File: src/design/lagrangian_lower_bound_accumulator_defines.svh
// assertion macros used by the top-level accumulator module
// expects clk and rst_n in the scope of each use
`ifndef LAGRANGIAN_LOWER_BOUND_ACCUMULATOR_DEFINES_SVH
`define LAGRANGIAN_LOWER_BOUND_ACCUMULATOR_DEFINES_SVH

// same-cycle implication
`define LLBA_ASSERT_IMP(lbl, ante, cons) \
    lbl: assert property (@(posedge clk) disable iff (!rst_n) (ante) |-> (cons)) \
        else $error("implication check failed");

// next-cycle implication
`define LLBA_ASSERT_NXT(lbl, ante, cons) \
    lbl: assert property (@(posedge clk) disable iff (!rst_n) (ante) |=> (cons)) \
        else $error("next-cycle check failed");

`endif

File: src/design/llba_pkg.sv
// types and constants of the lagrangian lower bound accumulator
// no dependencies
package llba_pkg;

    localparam int GRID_SIZE = 4;
    localparam int GRID_W    = 2;
    localparam int NUM_LANES = 3;
    localparam int COST_W    = 32;
    localparam int CFG_W     = 63;
    localparam int CFG_IDX_W = 4;
    localparam int PFX_W     = 13;
    localparam int SCORE_W   = 64;
    localparam int SUM_W     = 77;
    localparam int STATUS_W  = 3;

    localparam logic [CFG_IDX_W-1:0] REG_THRESHOLD = 4'd0;
    localparam logic [CFG_IDX_W-1:0] REG_SCALE     = 4'd1;
    localparam logic [CFG_IDX_W-1:0] REG_Q_FACTOR  = 4'd2;
    localparam logic [CFG_IDX_W-1:0] REG_PREFIX    = 4'd3;
    localparam logic [CFG_IDX_W-1:0] REG_MU_BASE   = 4'd4;

    localparam logic [STATUS_W-1:0] STS_OK        = 3'd0;
    localparam logic [STATUS_W-1:0] STS_BAD_CFG   = 3'd1;
    localparam logic [STATUS_W-1:0] STS_ROW_EMPTY = 3'd2;
    localparam logic [STATUS_W-1:0] STS_BAD_PFX   = 3'd3;
    localparam logic [STATUS_W-1:0] STS_SCORE_OVF = 3'd4;
    localparam logic [STATUS_W-1:0] STS_BOUND_OVF = 3'd5;
    localparam logic [STATUS_W-1:0] STS_TOO_FEW   = 3'd6;

    typedef enum logic [1:0] {
        ST_IDLE,
        ST_RUN,
        ST_COMMIT
    } state_t;

    typedef struct packed {
        logic               valid;
        logic [GRID_W-1:0]  k;
        logic [SCORE_W-1:0] score;
        logic               ovf;
    } lane_res_t;

    typedef struct packed {
        logic               valid;
        logic [GRID_W-1:0]  k;
        logic [SCORE_W-1:0] best;
        logic               ovf;
    } merge_res_t;

endpackage

File: src/design/llba_merge.sv
// merging stage: signed minimum over the active lanes, overflow from any of them
// depends on llba_pkg
module llba_merge
(
    input  logic                                clk,
    input  logic                                rst_n,
    input  llba_pkg::lane_res_t                 lane_res [llba_pkg::NUM_LANES],
    input  logic [llba_pkg::NUM_LANES-1:0]      active,
    output llba_pkg::merge_res_t                merged
);

    logic                          found;
    logic [llba_pkg::SCORE_W-1:0]  best;
    logic                          ovf_any;
    logic                          vld_reg;
    logic [llba_pkg::GRID_W-1:0]   k_reg;
    logic [llba_pkg::SCORE_W-1:0]  best_reg;
    logic                          ovf_reg;

    always_comb
    begin
        found   = 1'b0;
        best    = '0;
        ovf_any = 1'b0;
        for (int m = 0; m < llba_pkg::NUM_LANES; m++)
        begin
            if (active[m])
            begin
                ovf_any = ovf_any | lane_res[m].ovf;
                if (!found || ($signed(lane_res[m].score) < $signed(best)))
                begin
                    best = lane_res[m].score;
                end
                found = 1'b1;
            end
        end
    end

    always_ff @(posedge clk or negedge rst_n)
    begin
        if (!rst_n)
        begin
            vld_reg <= 1'b0;
        end
        else
        begin
            vld_reg <= lane_res[0].valid;
        end
    end

    always_ff @(posedge clk)
    begin
        k_reg    <= lane_res[0].k;
        best_reg <= best;
        ovf_reg  <= ovf_any;
    end

    assign merged.valid = vld_reg;
    assign merged.k     = k_reg;
    assign merged.best  = best_reg;
    assign merged.ovf   = ovf_reg;

endmodule

File: config.mk
export PLATFORM = sky130hd
export DESIGN_NAME = llba_merge
export DESIGN_NICKNAME = d
export VERILOG_FILES = /design/src/design/lagrangian_lower_bound_accumulator_defines.svh /design/src/design/llba_pkg.sv /design/src/design/llba_merge.sv
export SDC_FILE = /design/constraint.sdc
export NUM_CORES = 1
export LEC_CHECK = 0
export BUFFER_PORTS_ARGS = -buffer_cell sky130_fd_sc_hd__buf_2
export CAP_MARGIN = 20
export CORE_MARGIN = 2
export CORE_UTILIZATION = 54
export CTS_BUF_LIST = sky130_fd_sc_hd__clkbuf_4
export DETAILED_ROUTE_END_ITERATION = 10
export PLACE_DENSITY = 0.95
export SLEW_MARGIN = 20
export SYNTH_ARGS = -nofsm -noshare
export SYNTH_HDL_FRONTEND = slang
export SYNTH_SLANG_ARGS = --single-unit
File: constraint.sdc
create_clock -name clk -period 0.8 [get_ports clk]
set_input_delay 0 -clock clk [delete_from_list [all_inputs] [get_ports clk]]
set_output_delay 0 -clock clk [all_outputs]
set_load 0.005 [all_outputs]
==> flow_summary.ini, run 1 <==
[synth]
ys.flop_type = dfxtp_1
synthArstFlopShare_pct = 1.47
avgSynthCellArea_sq_um = 8.61
post_synth_num_cell_types = 53
synth-seq-area-share_pct = 20.9
yosysWarnings = 0
syn_nets = 1094
synth-seq-cells = 68
syn-cell-area_sq_mm = 0.00653
synth_edf_count = 0
synth_cells = 759

[placement]
dp_cells = 1257
hpwl_mm = 18.5
place_ws_ns = -5.06
place_congestion = 0.942
dpl_cell_area_sq_mm = 0.00886
port_buffers = 270

[global_routing]
track_usage_pct = 68.1
grt_max_degree = 23
grt_overflow = 7

[clock_network]
cts_made_buffers = 9
h-tree-depth = 3
clock-sinks = 68
cts-root-buf = clkbuf_4
clock_path_buffers = 2

[status]
status = did not finish
firstError = [ERROR GRT-0232] Routing congestion too high. Check the congestion heatmap in the GUI.
failed_stage = global routing

[sta]
grt_repair_worst_endpoint = best_reg[41]$_DFF_P_/D
worstEpCategory = register input

[die]
die-width_um = 114
rows = 40
initial_utilization_pct = 54.9
fp.dieH_um = 114
ioPinCount = 277
timing repair:
action,4_1_cts
pin swaps,7
hold buffers,74
gates resized for setup,52
gates cloned,7
buffers inserted,14
endpoints found under the hold margin,69
endpoints found under the setup margin,132
stage by stage:
step                      hold WS (ns)  util, %
after floorplan                 -0.296        -
after global placement          -0.226     74.4
after CTS                       -0.151     86.3
after detailed placement        -0.223     74.4
synthesized netlist by cell type, drive strengths merged, types with 2 or more instances:
master   instances  area, sq um
o21ai           15         75.1
mux2            42          473
inv            123          462
buf             16          144
a221oi           2         23.8
o22ai            2         12.5
ha             126         1580
nand4           17          106
and4             6         52.6
and2             5         31.3
a2bb2oi          3         26.3
a211o            2         17.5
nand2           83          312
nor3            11         60.1
dfxtp           67         1340
nand3           13         65.1
a41o             2         20.0
a2111oi          2         17.5
o2111ai          2         17.5
nand3b           2         15.0
or4              2         18.8
nor2            11         41.3
a21o            13         97.6
and3             3         23.8
o21a             2         15.0
o211ai           3         22.5
o31ai            3         22.5
o21bai           2         15.0
a221o            7         70.1
a211oi           4         30.0
clkbuf           9         33.8
a21boi           2         15.0
a222oi           2         20.0
mux2i           82          821
or2              3         18.8
nor2b           20          125
a21oi           42          210
layer usage:
layer	global-route usage (%)	GRT overflow
met2	88.7	4
met3	55.4	0
met5	13.3	0
met4	66.5	2
met1	64.1	1
cells by family after synthesis:
kind of cell / synth area share [%]
fa+ha+maj: 24.1
buf+inv: 9.79
compound gates: 11.7
flops: 20.9
simple gates: 13.7
mux: 19.8
==> run 2, diff against run 1 <==
--- a/config.mk
+++ b/config.mk
@@ -8,10 +8,9 @@
 export BUFFER_PORTS_ARGS = -buffer_cell sky130_fd_sc_hd__buf_2
 export CAP_MARGIN = 20
 export CORE_MARGIN = 2
-export CORE_UTILIZATION = 54
-export CTS_BUF_LIST = sky130_fd_sc_hd__clkbuf_4
+export CORE_UTILIZATION = 40
 export DETAILED_ROUTE_END_ITERATION = 10
-export PLACE_DENSITY = 0.95
+export PLACE_DENSITY_LB_ADDON = 0.15
 export SLEW_MARGIN = 20
 export SYNTH_ARGS = -nofsm -noshare
 export SYNTH_HDL_FRONTEND = slang
==> run 2 against run 1 <==
Against the previous run: the flow now finishes, with violations (negative setup slack); synthesized area stayed put; synthesized cell count stayed put.
==> flow_summary.ini, run 2 <==
[global_routing]
track_usage_pct = 26.4
grt_pass1_wl_mm = 36.7
grt_pass1_vias = 7541
antenna_found_initial = 1
grt_overflow = 0
grt_max_degree = 31

[sta]
hold_viol = 0
finalWorstSetupSlack_ns = -4.72
worst_pin_slew_ns = 0.407
slew_violations = 0
period_share_pct = 690
setup_violations = 65
finalCriticalPeriod_ns = 5.52
rsz0062_at_grt = yes
max_freq_mhz = 181
relSlewSlack_pct = 72.6

[synth]
synth.top_cells.by_count = ha_1 (126), inv_1 (123), nand2_1 (83)
synth-seq-area-share_pct = 20.9
ys.flop_type = dfxtp_1
post_synth_num_cell_types = 53
yosysTopAreaCell = ha_1
synth_compound_area_share_pct = 11.7
synth_mux_area_share_pct = 19.8
synth_cells = 759
avgSynthCellArea_sq_um = 8.61
yosysWarnings = 0
synth_area_leaders = ha_1 (24%), dfxtp_1 (21%), mux2i_1 (13%)
synthArstFlopShare_pct = 1.47
yosysMostFrequentCell = ha_1
netlist.area_leader.share_pct = 24.1
syn-cell-area_sq_mm = 0.00653
synth-seq-cells = 68
synth_edf_count = 0
yosys.area_share.simple_pct = 13.7
synth-xor-area-share_pct = 0
syn_nets = 1094
synth_top_family_by_area = adder cells
synth_adder_area_share_pct = 24.1

[min_path]
hold_class = primary input to flip-flop
min_path_cells = 3

[pwr]
switching_share_pct = 31.9
switching_power_mw = 4.97
internal-power_mw = 10.6
p_per_area_mw_per_mm2 = 1410
pwr-share-clk_pct = 28.7
finalPower_mw = 15.6
power_frac_seq_pct = 26.3
pwr-share-comb_pct = 45.0
ir_worst_vdd_v = 0.000998
p_leak_nw = 6.02

[clock_network]
clock-sinks = 68
cts_made_buffers = 9
clkTransAtPathRegs_ns = 0.06
cts-root-buf = clkbuf_16
cts_tree = yes
clock_path_buffers = 2
h-tree-depth = 3

[placement]
place_congestion = 0.872
hpwl_mm = 16.9
place_ws_ns = -5.16
port_buffers = 270

[run]
max_cap_viol_count = 0

[drt]
dr_total_vias = 7143
wl_met1_mm = 10.1
top_layer = met4
met2WireLength_mm = 11.6
first_iter_violations = 186
wl_met3_mm = 1.01
wl_mm = 23.3
drc_errors = 0
dr.pass1.iters = 4
postRouteAntennaNets = 0
routedWlPerCell_um = 16.0
via_per_inst = 4.92

[die]
initial_utilization_pct = 41.0
ioPinCount = 277
die-width_um = 132
dieArea_sq_mm = 0.0174
rows = 46
fp.dieH_um = 132
core_area_sq_mm = 0.0159

[critical_path]
start_kind = primary input
crit_type = primary input to flip-flop
worstPathRequired_ns = 1.02
end_kind = flip-flop
cp.arrival_ns = 5.74
slowest_stage = or4_4
cp_common_cell = buf_12
crit_path_max_fanout = 8
slowest_delay_ns = 0.57

[cells_and_area]
final_common_cell = buf_2
num-nets-final = 1566
final_cell_mix = buf_2 (264), inv_1 (123), buf_4 (122)
fin_util_pct = 69.2
largest_reg_flops = 64
area_delta_synth_final_pct = 68.8
fillers = 1269
drive_gt1_share_pct = 44.2

[status]
violations = negative setup slack
status = finished, violations left
==> run 2: cell counts after synthesis <==
No cell type changed its count.
==> run 2: area by class of cell <==
class                      count  area [sq um]  share of cell area, %
antenna                        1          2.50                 0.0227
clock buffer                   9           225                   2.04
tap                          216           270                   2.45
clock inverter                 7          96.3                  0.874
multi-input combinational    543          5090                   46.1
inverter                     123           462                   4.19
sequential                    68          1380                   12.5
timing repair buffer         486          3510                   31.8
==> run 2: per-stage QoR <==
| step | std cells | hold WS (ns) | cell area (sq um) | setup TNS (ns) |
|---|---|---|---|---|
| 2_1_floorplan | 759 | -0.296 | 6700 | -279.30 |
| 3_5_place_dp | 1337 | -0.224 | 9030 | -329.05 |
| 4_1_cts | 1455 | -0.0157 | 10900 | -294.56 |
| 3_3_place_gp | 1337 | -0.225 | 9030 | -321.27 |
| 5_1_grt | 1453 | 0.00219 | 11000 | -309.86 |
| 6_report | 1453 | 0.00178 | 11000 | -298.95 |
==> run 2: kinds of logic after synthesis <==
group / after synthesis
AND/OR/NAND/NOR: 179
buffers and inverters: 148
adder cells (fa/ha/maj): 126
multiplexers: 124
AO/OA/AOI/OAI: 114
flip-flops: 68
==> run 2: timing repair <==
action	4_1_cts	5_1_grt
resized for setup	73	37
gates cloned	10	0
endpoints found under the hold margin	68	0
buffers inserted	20	5
hold buffers	72	0
pin swaps	9	24
endpoints found under the setup margin	68	73
==> run 2: worst max-delay path, delay by kind of cell <==
family                     cells  cell delay [ns]
AOI/OAI and AO/OA              9             2.14
and+or+nand+nor                7             1.69
buffers and inverters          7             0.99
adders and majority gates      2             0.49
muxes                          2             0.38
==> run 2: power by group through the flow <==
| stage | Sequential, mW | Combinational, mW | Clock [mW] |
|---|---|---|---|
| 3_3_place_gp | 4.15 | 5.62 | 0 |
| 5_1_grt | 4.14 | 7.67 | 4.66 |
| 2_1_floorplan | 4.23 | 3.02 | 0 |
| 6_report | 4.10 | 7.02 | 4.47 |
| 3_5_place_dp | 4.14 | 5.68 | 0 |
| 4_1_cts | 4.09 | 6.84 | 4.56 |
==> run 2: worst paths after layout <==
kind                                 to    startpoint
setup / recovery           best_reg[15]     active[0]
hold / removal             best_reg[18]  lane_res[87]
min in group asynchronous       vld_reg         rst_n
max in group asynchronous       vld_reg         rst_n
==> run 2: routing by layer <==
| layer | global-route usage [%] | vias up |
|---|---|---|
| met1 | 31.5 | 3267 |
| met2 | 47.8 | 215 |
| li1 | - | 3617 |
| met3 | 3.65 | 44 |
| met4 | 10.6 | 0 |
| met5 | 0 | - |
(Power assumes the default switching activity.)
